## src/hw/rtl/ttcd_pkg.sv

```systemverilog
// ----------------------------------------------------------------------------
// ttcd_pkg
// Shared constants and a small table for the timestamp to civil date and time
// converter.
// ----------------------------------------------------------------------------
package ttcd_pkg;

    localparam int FRACTION_BITS_DEF = 30;
    localparam int TS_W              = 63;

    // Quotient bits resolved in each register stage of a constant divider.
    localparam int DIV_STEP          = 4;

    localparam int US_PER_SEC        = 1000000;
    localparam int SEC_DIV_ODD       = 675;      // 86400 = 675 * 128
    localparam int SEC_DIV_SHIFT     = 7;
    localparam int DAYS_TO_EPOCH     = 719468 + 17532;
    localparam int ERA_DAYS          = 146097;
    localparam int CENT_DAYS         = 36524;
    localparam int QUAD_DAYS         = 1460;
    localparam int YEAR_DAYS         = 365;
    localparam int MONTH_SPAN        = 153;
    localparam int SEC_PER_HOUR      = 3600;
    localparam int SEC_PER_MIN       = 60;

    // First day of year (March based) of each shifted month: (153 * mp + 2) / 5.
    function automatic logic [8:0] month_start(input logic [3:0] mp);
        logic [8:0] r;
        begin
            case (mp)
                4'd0:    r = 9'd0;
                4'd1:    r = 9'd31;
                4'd2:    r = 9'd61;
                4'd3:    r = 9'd92;
                4'd4:    r = 9'd122;
                4'd5:    r = 9'd153;
                4'd6:    r = 9'd184;
                4'd7:    r = 9'd214;
                4'd8:    r = 9'd245;
                4'd9:    r = 9'd275;
                4'd10:   r = 9'd306;
                4'd11:   r = 9'd337;
                default: r = 9'd0;
            endcase
            return r;
        end
    endfunction

endpackage

```

## src/hw/rtl/timestamp_to_civil_datetime.sv

```systemverilog
// ----------------------------------------------------------------------------
// timestamp_to_civil_datetime
// Converts a fixed-point timestamp since 2018-01-01 into a Gregorian date and
// a time of day rounded to the microsecond.
// ----------------------------------------------------------------------------
// A request is taken on every cycle in which start is high; busy is always
// low, so one timestamp can be issued per clock. Each request produces exactly
// one result, presented for a single cycle with done high, in request order.
// The pipeline is a chain of constant dividers (seconds per day, days per era,
// the four-year, year and month splits and the hour and minute splits), each
// of which resolves four quotient bits per stage. Fewer fraction bits widen
// the day count and add stages to the day and era dividers. The receiver
// cannot stall the pipeline, so results must be taken when offered.
module timestamp_to_civil_datetime #(
    parameter int FRACTION_BITS = ttcd_pkg::FRACTION_BITS_DEF
) (
    input  logic                      clk,
    input  logic                      rst_n,
    input  logic                      start,
    output logic                      busy,
    input  logic [ttcd_pkg::TS_W-1:0] timestamp,
    output logic                      done,
    output logic [11:0]               year,
    output logic [3:0]                month,
    output logic [4:0]                day,
    output logic [4:0]                hour,
    output logic [5:0]                minute,
    output logic [5:0]                second,
    output logic [19:0]               microsecond
);
    import ttcd_pkg::*;

    localparam int F       = FRACTION_BITS;
    localparam int FW      = (F > 0) ? F : 1;
    localparam int PROD_W  = FW + 20;
    localparam int WHOLE_W = TS_W - F;
    localparam int SECS_W  = WHOLE_W + 1;
    localparam int DAYS_W  = SECS_W - SEC_DIV_SHIFT;
    localparam logic [PROD_W:0] HALF =
        (F > 0) ? ((PROD_W + 1)'(1) << (FW - 1)) : '0;

    typedef struct packed {
        logic [19:0] us;
        logic [6:0]  low7;
    } p1_t;

    typedef struct packed {
        logic [16:0] sod;
        logic [19:0] us;
    } p2_t;

    typedef struct packed {
        logic [11:0] era;
        logic [17:0] doe;
        logic [2:0]  cent;
        logic        last;
        logic [16:0] sod;
        logic [19:0] us;
    } p3_t;

    typedef struct packed {
        logic [11:0] era;
        logic [17:0] doe;
        logic [16:0] sod;
        logic [19:0] us;
    } p4_t;

    typedef struct packed {
        logic [11:0] y;
        logic [8:0]  doy;
        logic [16:0] sod;
        logic [19:0] us;
    } p5_t;

    typedef struct packed {
        logic [11:0] y;
        logic [3:0]  m;
        logic [4:0]  d;
        logic [19:0] us;
    } p6_t;

    typedef struct packed {
        logic [11:0] y;
        logic [3:0]  m;
        logic [4:0]  d;
        logic [4:0]  hh;
        logic [19:0] us;
    } p7_t;

    assign busy = 1'b0;

    // Stage 1: fraction times one million.
    logic [TS_W-1:0]    shifted;
    logic [FW-1:0]      frac;
    logic               v1_reg;
    logic [PROD_W-1:0]  prod_reg;
    logic [WHOLE_W-1:0] whole_reg;

    assign shifted = timestamp >> F;
    assign frac    = (F > 0) ? timestamp[FW-1:0] : '0;

    always_ff @(posedge clk or negedge rst_n)
    begin
        if (!rst_n)
        begin
            v1_reg <= 1'b0;
        end
        else
        begin
            v1_reg <= start;
        end
    end

    always_ff @(posedge clk)
    begin
        prod_reg  <= PROD_W'(frac) * PROD_W'(US_PER_SEC);
        whole_reg <= shifted[WHOLE_W-1:0];
    end

    // Stage 2: round to the microsecond and carry a full second.
    logic [PROD_W:0]   rsum;
    logic [PROD_W:0]   rsh;
    logic [19:0]       us_raw;
    logic              us_carry;
    logic              v2_reg;
    logic [SECS_W-1:0] secs_reg;
    logic [19:0]       us2_reg;

    assign rsum     = {1'b0, prod_reg} + HALF;
    assign rsh      = rsum >> F;
    assign us_raw   = rsh[19:0];
    assign us_carry = (us_raw >= 20'(US_PER_SEC));

    always_ff @(posedge clk or negedge rst_n)
    begin
        if (!rst_n)
        begin
            v2_reg <= 1'b0;
        end
        else
        begin
            v2_reg <= v1_reg;
        end
    end

    always_ff @(posedge clk)
    begin
        secs_reg <= {1'b0, whole_reg} + SECS_W'(us_carry);
        us2_reg  <= us_carry ? (us_raw - 20'(US_PER_SEC)) : us_raw;
    end

    // Seconds per day, split into a shift and a division by 675.
    logic              d1_v;
    logic [DAYS_W-1:0] d1_q;
    logic [9:0]        d1_r;
    p1_t               d1_pi;
    p1_t               d1_po;

    assign d1_pi.us   = us2_reg;
    assign d1_pi.low7 = secs_reg[SEC_DIV_SHIFT-1:0];

    ttcd_cdiv #(
        .NUM_W (DAYS_W),
        .DEN_W (10),
        .DEN   (SEC_DIV_ODD),
        .STEP  (DIV_STEP),
        .PW    ($bits(p1_t))
    ) u_div_day (
        .clk       (clk),
        .rst_n     (rst_n),
        .in_valid  (v2_reg),
        .num       (secs_reg[SECS_W-1:SEC_DIV_SHIFT]),
        .pay_in    (d1_pi),
        .out_valid (d1_v),
        .quo       (d1_q),
        .rem       (d1_r),
        .pay_out   (d1_po)
    );

    // Move the day count to the 0000-03-01 origin.
    logic              v3_reg;
    logic [DAYS_W-1:0] days_reg;
    p2_t               p3_reg;

    always_ff @(posedge clk or negedge rst_n)
    begin
        if (!rst_n)
        begin
            v3_reg <= 1'b0;
        end
        else
        begin
            v3_reg <= d1_v;
        end
    end

    always_ff @(posedge clk)
    begin
        days_reg   <= d1_q + DAYS_W'(DAYS_TO_EPOCH);
        p3_reg.sod <= {d1_r, d1_po.low7};
        p3_reg.us  <= d1_po.us;
    end

    // Days per 400-year era.
    logic              d2_v;
    logic [DAYS_W-1:0] d2_q;
    logic [17:0]       d2_r;
    p2_t               d2_po;

    ttcd_cdiv #(
        .NUM_W (DAYS_W),
        .DEN_W (18),
        .DEN   (ERA_DAYS),
        .STEP  (DIV_STEP),
        .PW    ($bits(p2_t))
    ) u_div_era (
        .clk       (clk),
        .rst_n     (rst_n),
        .in_valid  (v3_reg),
        .num       (days_reg),
        .pay_in    (p3_reg),
        .out_valid (d2_v),
        .quo       (d2_q),
        .rem       (d2_r),
        .pay_out   (d2_po)
    );

    // Centuries within the era take a few compares; the four-year split divides.
    p3_t         d3_pi;
    logic        d3_v;
    logic [17:0] d3_q;
    logic [10:0] d3_r;
    p3_t         d3_po;

    always_comb
    begin
        d3_pi.era  = d2_q[11:0];
        d3_pi.doe  = d2_r;
        d3_pi.cent = 3'(d2_r >= 18'(CENT_DAYS)) + 3'(d2_r >= 18'(2 * CENT_DAYS))
                   + 3'(d2_r >= 18'(3 * CENT_DAYS)) + 3'(d2_r >= 18'(4 * CENT_DAYS));
        d3_pi.last = (d2_r == 18'(ERA_DAYS - 1));
        d3_pi.sod  = d2_po.sod;
        d3_pi.us   = d2_po.us;
    end

    ttcd_cdiv #(
        .NUM_W (18),
        .DEN_W (11),
        .DEN   (QUAD_DAYS),
        .STEP  (DIV_STEP),
        .PW    ($bits(p3_t))
    ) u_div_quad (
        .clk       (clk),
        .rst_n     (rst_n),
        .in_valid  (d2_v),
        .num       (d2_r),
        .pay_in    (d3_pi),
        .out_valid (d3_v),
        .quo       (d3_q),
        .rem       (d3_r),
        .pay_out   (d3_po)
    );

    logic        v4_reg;
    logic [17:0] x_reg;
    p4_t         p4_reg;

    always_ff @(posedge clk or negedge rst_n)
    begin
        if (!rst_n)
        begin
            v4_reg <= 1'b0;
        end
        else
        begin
            v4_reg <= d3_v;
        end
    end

    always_ff @(posedge clk)
    begin
        x_reg      <= d3_po.doe - d3_q + 18'(d3_po.cent) - 18'(d3_po.last);
        p4_reg.era <= d3_po.era;
        p4_reg.doe <= d3_po.doe;
        p4_reg.sod <= d3_po.sod;
        p4_reg.us  <= d3_po.us;
    end

    // Year of era.
    logic        d4_v;
    logic [17:0] d4_q;
    logic [8:0]  d4_r;
    p4_t         d4_po;

    ttcd_cdiv #(
        .NUM_W (18),
        .DEN_W (9),
        .DEN   (YEAR_DAYS),
        .STEP  (DIV_STEP),
        .PW    ($bits(p4_t))
    ) u_div_year (
        .clk       (clk),
        .rst_n     (rst_n),
        .in_valid  (v4_reg),
        .num       (x_reg),
        .pay_in    (p4_reg),
        .out_valid (d4_v),
        .quo       (d4_q),
        .rem       (d4_r),
        .pay_out   (d4_po)
    );

    logic [8:0]  yoe;
    logic [1:0]  yoe_cent;
    logic [17:0] year_days;
    logic [20:0] era_years;
    logic        v5_reg;
    logic [10:0] mnum_reg;
    p5_t         p5_reg;
    logic [8:0]  p5_next_doy;

    // The remainder of the year split is not the day of year: doe, not x, is used.
    assign yoe       = d4_q[8:0] | 9'(d4_r & 9'd0);
    assign yoe_cent  = 2'(yoe >= 9'd100) + 2'(yoe >= 9'd200) + 2'(yoe >= 9'd300);
    assign year_days = 18'(yoe) * 18'(YEAR_DAYS) + 18'(yoe[8:2]) - 18'(yoe_cent);
    assign era_years = 21'(d4_po.era) * 21'd400;

    always_ff @(posedge clk or negedge rst_n)
    begin
        if (!rst_n)
        begin
            v5_reg <= 1'b0;
        end
        else
        begin
            v5_reg <= d4_v;
        end
    end

    always_comb
    begin
        logic [17:0] doy_w;
        doy_w = d4_po.doe - year_days;
        p5_next_doy = doy_w[8:0];
    end

    always_ff @(posedge clk)
    begin
        p5_reg.y   <= era_years[11:0] + 12'(yoe);
        p5_reg.doy <= p5_next_doy;
        p5_reg.sod <= d4_po.sod;
        p5_reg.us  <= d4_po.us;
        mnum_reg   <= 11'(p5_next_doy) * 11'd5 + 11'd2;
    end

    // Shifted month.
    logic        d5_v;
    logic [10:0] d5_q;
    logic [7:0]  d5_r;
    p5_t         d5_po;

    ttcd_cdiv #(
        .NUM_W (11),
        .DEN_W (8),
        .DEN   (MONTH_SPAN),
        .STEP  (DIV_STEP),
        .PW    ($bits(p5_t))
    ) u_div_month (
        .clk       (clk),
        .rst_n     (rst_n),
        .in_valid  (v5_reg),
        .num       (mnum_reg),
        .pay_in    (p5_reg),
        .out_valid (d5_v),
        .quo       (d5_q),
        .rem       (d5_r),
        .pay_out   (d5_po)
    );

    logic [3:0] mp;
    logic [3:0] mon;
    logic [8:0] dom;
    logic       v6_reg;
    logic [16:0] sod6_reg;
    p6_t        p6_reg;

    assign mp  = d5_q[3:0] | 4'(d5_r & 8'd0);
    assign mon = (mp < 4'd10) ? (mp + 4'd3) : (mp - 4'd9);
    assign dom = d5_po.doy - month_start(mp) + 9'd1;

    always_ff @(posedge clk or negedge rst_n)
    begin
        if (!rst_n)
        begin
            v6_reg <= 1'b0;
        end
        else
        begin
            v6_reg <= d5_v;
        end
    end

    always_ff @(posedge clk)
    begin
        p6_reg.y  <= d5_po.y + 12'(mon <= 4'd2);
        p6_reg.m  <= mon;
        p6_reg.d  <= dom[4:0];
        p6_reg.us <= d5_po.us;
        sod6_reg  <= d5_po.sod;
    end

    // Hours, then minutes and seconds.
    logic        d6_v;
    logic [16:0] d6_q;
    logic [11:0] d6_r;
    p6_t         d6_po;
    p7_t         d7_pi;

    ttcd_cdiv #(
        .NUM_W (17),
        .DEN_W (12),
        .DEN   (SEC_PER_HOUR),
        .STEP  (DIV_STEP),
        .PW    ($bits(p6_t))
    ) u_div_hour (
        .clk       (clk),
        .rst_n     (rst_n),
        .in_valid  (v6_reg),
        .num       (sod6_reg),
        .pay_in    (p6_reg),
        .out_valid (d6_v),
        .quo       (d6_q),
        .rem       (d6_r),
        .pay_out   (d6_po)
    );

    assign d7_pi.y  = d6_po.y;
    assign d7_pi.m  = d6_po.m;
    assign d7_pi.d  = d6_po.d;
    assign d7_pi.hh = d6_q[4:0];
    assign d7_pi.us = d6_po.us;

    logic        d7_v;
    logic [11:0] d7_q;
    logic [5:0]  d7_r;
    p7_t         d7_po;

    ttcd_cdiv #(
        .NUM_W (12),
        .DEN_W (6),
        .DEN   (SEC_PER_MIN),
        .STEP  (DIV_STEP),
        .PW    ($bits(p7_t))
    ) u_div_min (
        .clk       (clk),
        .rst_n     (rst_n),
        .in_valid  (d6_v),
        .num       (d6_r),
        .pay_in    (d7_pi),
        .out_valid (d7_v),
        .quo       (d7_q),
        .rem       (d7_r),
        .pay_out   (d7_po)
    );

    // Output register.
    logic        done_reg;
    p7_t         out_reg;
    logic [5:0]  mm_reg;
    logic [5:0]  ss_reg;

    always_ff @(posedge clk or negedge rst_n)
    begin
        if (!rst_n)
        begin
            done_reg <= 1'b0;
        end
        else
        begin
            done_reg <= d7_v;
        end
    end

    always_ff @(posedge clk)
    begin
        out_reg <= d7_po;
        mm_reg  <= d7_q[5:0];
        ss_reg  <= d7_r;
    end

    assign done        = done_reg;
    assign year        = out_reg.y;
    assign month       = out_reg.m;
    assign day         = out_reg.d;
    assign hour        = out_reg.hh;
    assign minute      = mm_reg;
    assign second      = ss_reg;
    assign microsecond = out_reg.us;

endmodule

```

## src/hw/rtl/ttcd_cdiv.sv

```systemverilog
// ----------------------------------------------------------------------------
// ttcd_cdiv
// Pipelined restoring divider by a constant, STEP quotient bits per stage,
// with a side payload that travels alongside.
// ----------------------------------------------------------------------------
module ttcd_cdiv #(
    parameter int NUM_W = 18,
    parameter int DEN_W = 11,
    parameter int DEN   = 1460,
    parameter int STEP  = 4,
    parameter int PW    = 8
) (
    input  logic             clk,
    input  logic             rst_n,
    input  logic             in_valid,
    input  logic [NUM_W-1:0] num,
    input  logic [PW-1:0]    pay_in,
    output logic             out_valid,
    output logic [NUM_W-1:0] quo,
    output logic [DEN_W-1:0] rem,
    output logic [PW-1:0]    pay_out
);
    import ttcd_pkg::*;

    localparam int STAGES = (NUM_W + STEP - 1) / STEP;
    localparam logic [DEN_W:0] DEN_X = (DEN_W + 1)'(DEN);

    // Consumed numerator bits are replaced by quotient bits as they resolve.
    logic [NUM_W-1:0] w_reg [STAGES];
    logic [DEN_W-1:0] r_reg [STAGES];
    logic [PW-1:0]    p_reg [STAGES];
    logic             v_reg [STAGES];

    logic [NUM_W-1:0] w_in [STAGES];
    logic [DEN_W-1:0] r_in [STAGES];
    logic [PW-1:0]    p_in [STAGES];
    logic             v_in [STAGES];

    genvar s;
    generate
        for (s = 0; s < STAGES; s++)
        begin : g_stage
            localparam int BASE = NUM_W - 1 - s * STEP;
            logic [NUM_W-1:0] w_next;
            logic [DEN_W-1:0] r_next;

            if (s == 0)
            begin : g_first
                assign w_in[s] = num;
                assign r_in[s] = '0;
                assign p_in[s] = pay_in;
                assign v_in[s] = in_valid;
            end
            else
            begin : g_rest
                assign w_in[s] = w_reg[s-1];
                assign r_in[s] = r_reg[s-1];
                assign p_in[s] = p_reg[s-1];
                assign v_in[s] = v_reg[s-1];
            end

            always_comb
            begin
                logic [DEN_W:0] t;
                w_next = w_in[s];
                r_next = r_in[s];
                t      = '0;
                for (int k = 0; k < STEP; k++)
                begin
                    if (BASE - k >= 0)
                    begin
                        t = {r_next, w_next[BASE-k]};
                        if (t >= DEN_X)
                        begin
                            t = t - DEN_X;
                            w_next[BASE-k] = 1'b1;
                        end
                        else
                        begin
                            w_next[BASE-k] = 1'b0;
                        end
                        r_next = t[DEN_W-1:0];
                    end
                end
            end

            always_ff @(posedge clk or negedge rst_n)
            begin
                if (!rst_n)
                begin
                    v_reg[s] <= 1'b0;
                end
                else
                begin
                    v_reg[s] <= v_in[s];
                end
            end

            always_ff @(posedge clk)
            begin
                w_reg[s] <= w_next;
                r_reg[s] <= r_next;
                p_reg[s] <= p_in[s];
            end
        end
    endgenerate

    assign out_valid = v_reg[STAGES-1];
    assign quo       = w_reg[STAGES-1];
    assign rem       = r_reg[STAGES-1];
    assign pay_out   = p_reg[STAGES-1];

endmodule

```

## config.mk

```make
export PLATFORM = sky130hd
export DESIGN_NAME = timestamp_to_civil_datetime
export DESIGN_NICKNAME = d
export VERILOG_FILES = /design/src/hw/rtl/ttcd_pkg.sv /design/src/hw/rtl/timestamp_to_civil_datetime.sv /design/src/hw/rtl/ttcd_cdiv.sv
export SDC_FILE = /design/constraint.sdc
export NUM_CORES = 2
export LEC_CHECK = 0
export BUFFER_PORTS_ARGS = -buffer_cell sky130_fd_sc_hd__buf_2
export CORE_MARGIN = 2
export CORE_UTILIZATION = 25
export CTS_CLUSTER_DIAMETER = 50
export DETAILED_ROUTE_END_ITERATION = 8
export GPL_ROUTABILITY_DRIVEN = 0
export MAX_ROUTING_LAYER = met4
export PLACE_DENSITY_LB_ADDON = 0.15
export RECOVER_POWER = 25
export SLEW_MARGIN = 20
export SYNTH_ARGS = -nofsm -noshare
export SYNTH_HDL_FRONTEND = slang
export SYNTH_SLANG_ARGS = --single-unit
export TNS_END_PERCENT = 5
```

## constraint.sdc

```tcl
create_clock -name clk -period 6.1 [get_ports clk]
set_clock_uncertainty 0.1 [all_clocks]
set_input_delay 0.305 -clock clk [delete_from_list [all_inputs] [get_ports clk]]
set_output_delay 0.305 -clock clk [all_outputs]
set_load 0.1 [all_outputs]
```

==> impl_results.md <==
* Synth cell count leaders: dfxtp_1 (2,509), inv_1 (394), ha_1 (342)
* CP dominant cell by count: xnor2_1
* Pre-antenna DRT Iters at 5
* FF-to-FF Start: u_div_day.r_reg[2][3]
* Die width at 568.5 um
* Reg2Reg Setup Slack at 0.31 ns
* Top-count cell post-synth: dfxtp_1
* First-pass GRT wire length at 230,300 um
* DR iter-0 viols at 1,972
* Total grt overflow at 0
* Count of different cell masters after synthesis at 150
* Critical path arrival at 6.49 ns
* Fin. max-slew vios at 0
* GRT Util Overall at 8.659%
* CP bufs+invs at 1
* Half-perimeter wire length after detailed placement at 96,160 um
* Post-synth top area cell: dfxtp_1
* Reg2reg end: u_div_day.r_reg[3][6]
* Final Net Count at 7,549
* Crit-path slowest cell: or4_1
* Placed Area at 0.08620 mm^2
* Root Driver: clkbuf_16
* CP Capture Point: u_div_day.r_reg[3][6]
* Final Non-Filler Cells at 11,420
* Cells on worst reg2reg path at 20
* Total wire length at 137,600 um
* CP delay by family, top: compound AO/OA/AOI/OAI gates
* Syn_area_per_cell at 12.45 um^2
* RSZ-0062 raised after global routing: yes
* Slew HR at 42.50%
* Endpoints failing setup at 0
* Worst EP required at 6.80 ns
* Initial antenna violation count at 3
* Die area at 0.3232 mm^2
* WS Path Type: reg -> reg
* Max cap viols at 0
* CP Capture Type: flip-flop
* Post-Place Cells at 10,770
* Largest register FFs at 262
* Fmax at 172.8 MHz
* CORE AREA at 0.3175 mm^2
* Finished Cell Area at 0.09819 mm^2
* Routed len/inst at 12.05 um
* Starting Density at 25.09%
* Synth Instances at 6,402
* Async SR Flop Fraction at 1.646%
* Vias in the first global route at 46,350
* Max FO, Critical Path at 10
* Hold crit path type: in -> reg
* Worst skew pair latency at 0.88 ns
* Flop and latch count out of synthesis at 2,551
* Clk slew on worst S/H paths at 0.05 ns
* CTS Buf Count at 317
* Largest net degree at the start of global routing at 30
* Final Critical Period at 5.788 ns
* Via count at 45,090
* Clock buffer depth at 4
* CTS tree: built
* Die Y at 568.5 um
* Slowest Stage Delay on Critical Path at 0.55 ns
* Rows at 207
* Worst setup path startpoint: u_div_day.r_reg[2][3]
* I/O Buffers at 124
* Top cells by area, synth: dfxtp_1 (63%), ha_1 (5.4%), fa_1 (3.8%)
* Share of layout cells above drive strength 1 at 14.48%
* Hold Vio Cnt, Final at 0
* Worst Max-Slew Pin Slew at 0.8626 ns
* Cell Area, Synth at 0.07968 mm^2
* Status: finished clean
* Routed Antenna Nets at 0
* Via-per-instance ratio at 3.949
* Fin crit share at 94.89%
* Net Count, Synth at 6,963
* H-Tree Depth at 5
* DRC viols at 0
* IO Pins at 126
* Worst setup SP type: flip-flop
* Post-synth top area share at 63.04%
* Sinks on Clock Net at 2,551
* Yosys warns at 0
* CP Depth at 20
* CP cell instances: or4_4 -> o221a_4 -> nor2_4 -> xnor2_1 -> ha_1 -> inv_1 -> nor3b_1 -> a41oi_1 -> a21boi_1 -> o311ai_4 -> o211ai_1 -> and4b_1 -> nor2_1 -> xnor2_1 -> ha_1 -> or4_1 -> a211oi_1 -> o22ai_1 -> a21oi_1 -> xnor2_1
* Seq/Total Area, Yosys at 64.36%
* Number of synthesized flops with an enable pin at 0
* WHS Path Cells at 4
* Syn-to-layout area delta at 23.24%
* Main flop type after synthesis: dfxtp_1
[worst min-delay path by stage]
| stage | start | end | slack, ns |
|---|---|---|---|
| finish | timestamp[29] | prod_reg[49] | 0.12 |
| global route | timestamp[29] | prod_reg[49] | 0.10 |
| CTS | timestamp[29] | prod_reg[49] | 0.04 |
| detailed placement | u_div_min.p_reg[2][20] | hour[0] | 0.21 |
| global placement | u_div_year.p_reg[0][239] | u_div_year.p_reg[0][306] | 0.21 |
| floorplan | rst_n | done | -0.09 |
[worst min-delay path: stages]
cell and delay, ns:
buf_2 0.19, ha_1 0.24, xnor2_1 0.15, xnor2_1 0.12
[area by class of cell]
cell class / count / area (um^2)
diodes: 1 / 2.502
clock buffers: 408 / 8782
clock inverters: 161 / 2171
fillers: 31860 / 219300
inverters: 403 / 1515
multi-input cells: 3356 / 26630
flip-flops and latches: 2551 / 51290
well taps: 4180 / 5230
repair buffers: 359 / 2572
[layout by cell type, fill, tap and decap left out, drive strengths merged, types with 142 or more instances in the layout]
cell type / synthesis / layout
ha: 342 / 342
inv: 403 / 459
xnor2: 310 / 310
nand2: 292 / 292
nor2: 330 / 330
fa: 153 / 153
clkbuf: 56 / 408
a21oi: 212 / 212
o21ai: 208 / 208
xor2: 142 / 142
buf: 36 / 289
dfxtp: 2509 / 2509
[kinds of logic (layout without fill, tap and decap cells)]
family | after synthesis | in the layout | synth area share (%)
mux | 102 | 102 | 1.385
simple gates | 1260 | 1260 | 8.006
xor+xnor | 452 | 452 | 5.053
buf+inv | 495 | 1331 | 2.538
flops | 2551 | 2551 | 64.36
compound gates | 1046 | 1046 | 9.441
other cells | 1 | 2 | 0.004706
fa+ha+maj | 495 | 495 | 9.215
[metal layers]
layer	track usage, %	part of all wire, %	vias to the layer above	wire, um
li1	-	-	23070	-
met1	10.21	45	20900	61960
met2	14.17	47	792	64440
met3	2.057	5.0	326	6814
met4	3.438	3.2	0	4389
met5	-	0	-	0
[metrics by stage]
step / setup WS (ns) / hold slack, ns / TNS, ns / utilization (%)
2_1_floorplan: 0.04167 / -0.09059 / 0 / -
3_5_place_dp: -0.5724 / 0.2121 / -4.553 / 27.15
3_3_place_gp: -0.5868 / 0.2095 / -4.267 / 27.15
5_1_grt: -0.02911 / 0.1014 / -0.04081 / 30.92
4_1_cts: 0.02605 / 0.03982 / 0 / 30.83
6_report: 0.3118 / 0.1189 / 0 / 30.92
[repair_timing]
action,CTS,global route
hold endpoints to repair,76,0
resized for setup,1,51
pin swaps,0,5
setup endpoints to repair,1,57
buffers inserted,0,7
hold buffers,71,0
Power is not shown: default switching activity piles up to over one toggle a cycle in this logic, so the estimate is an artifact.
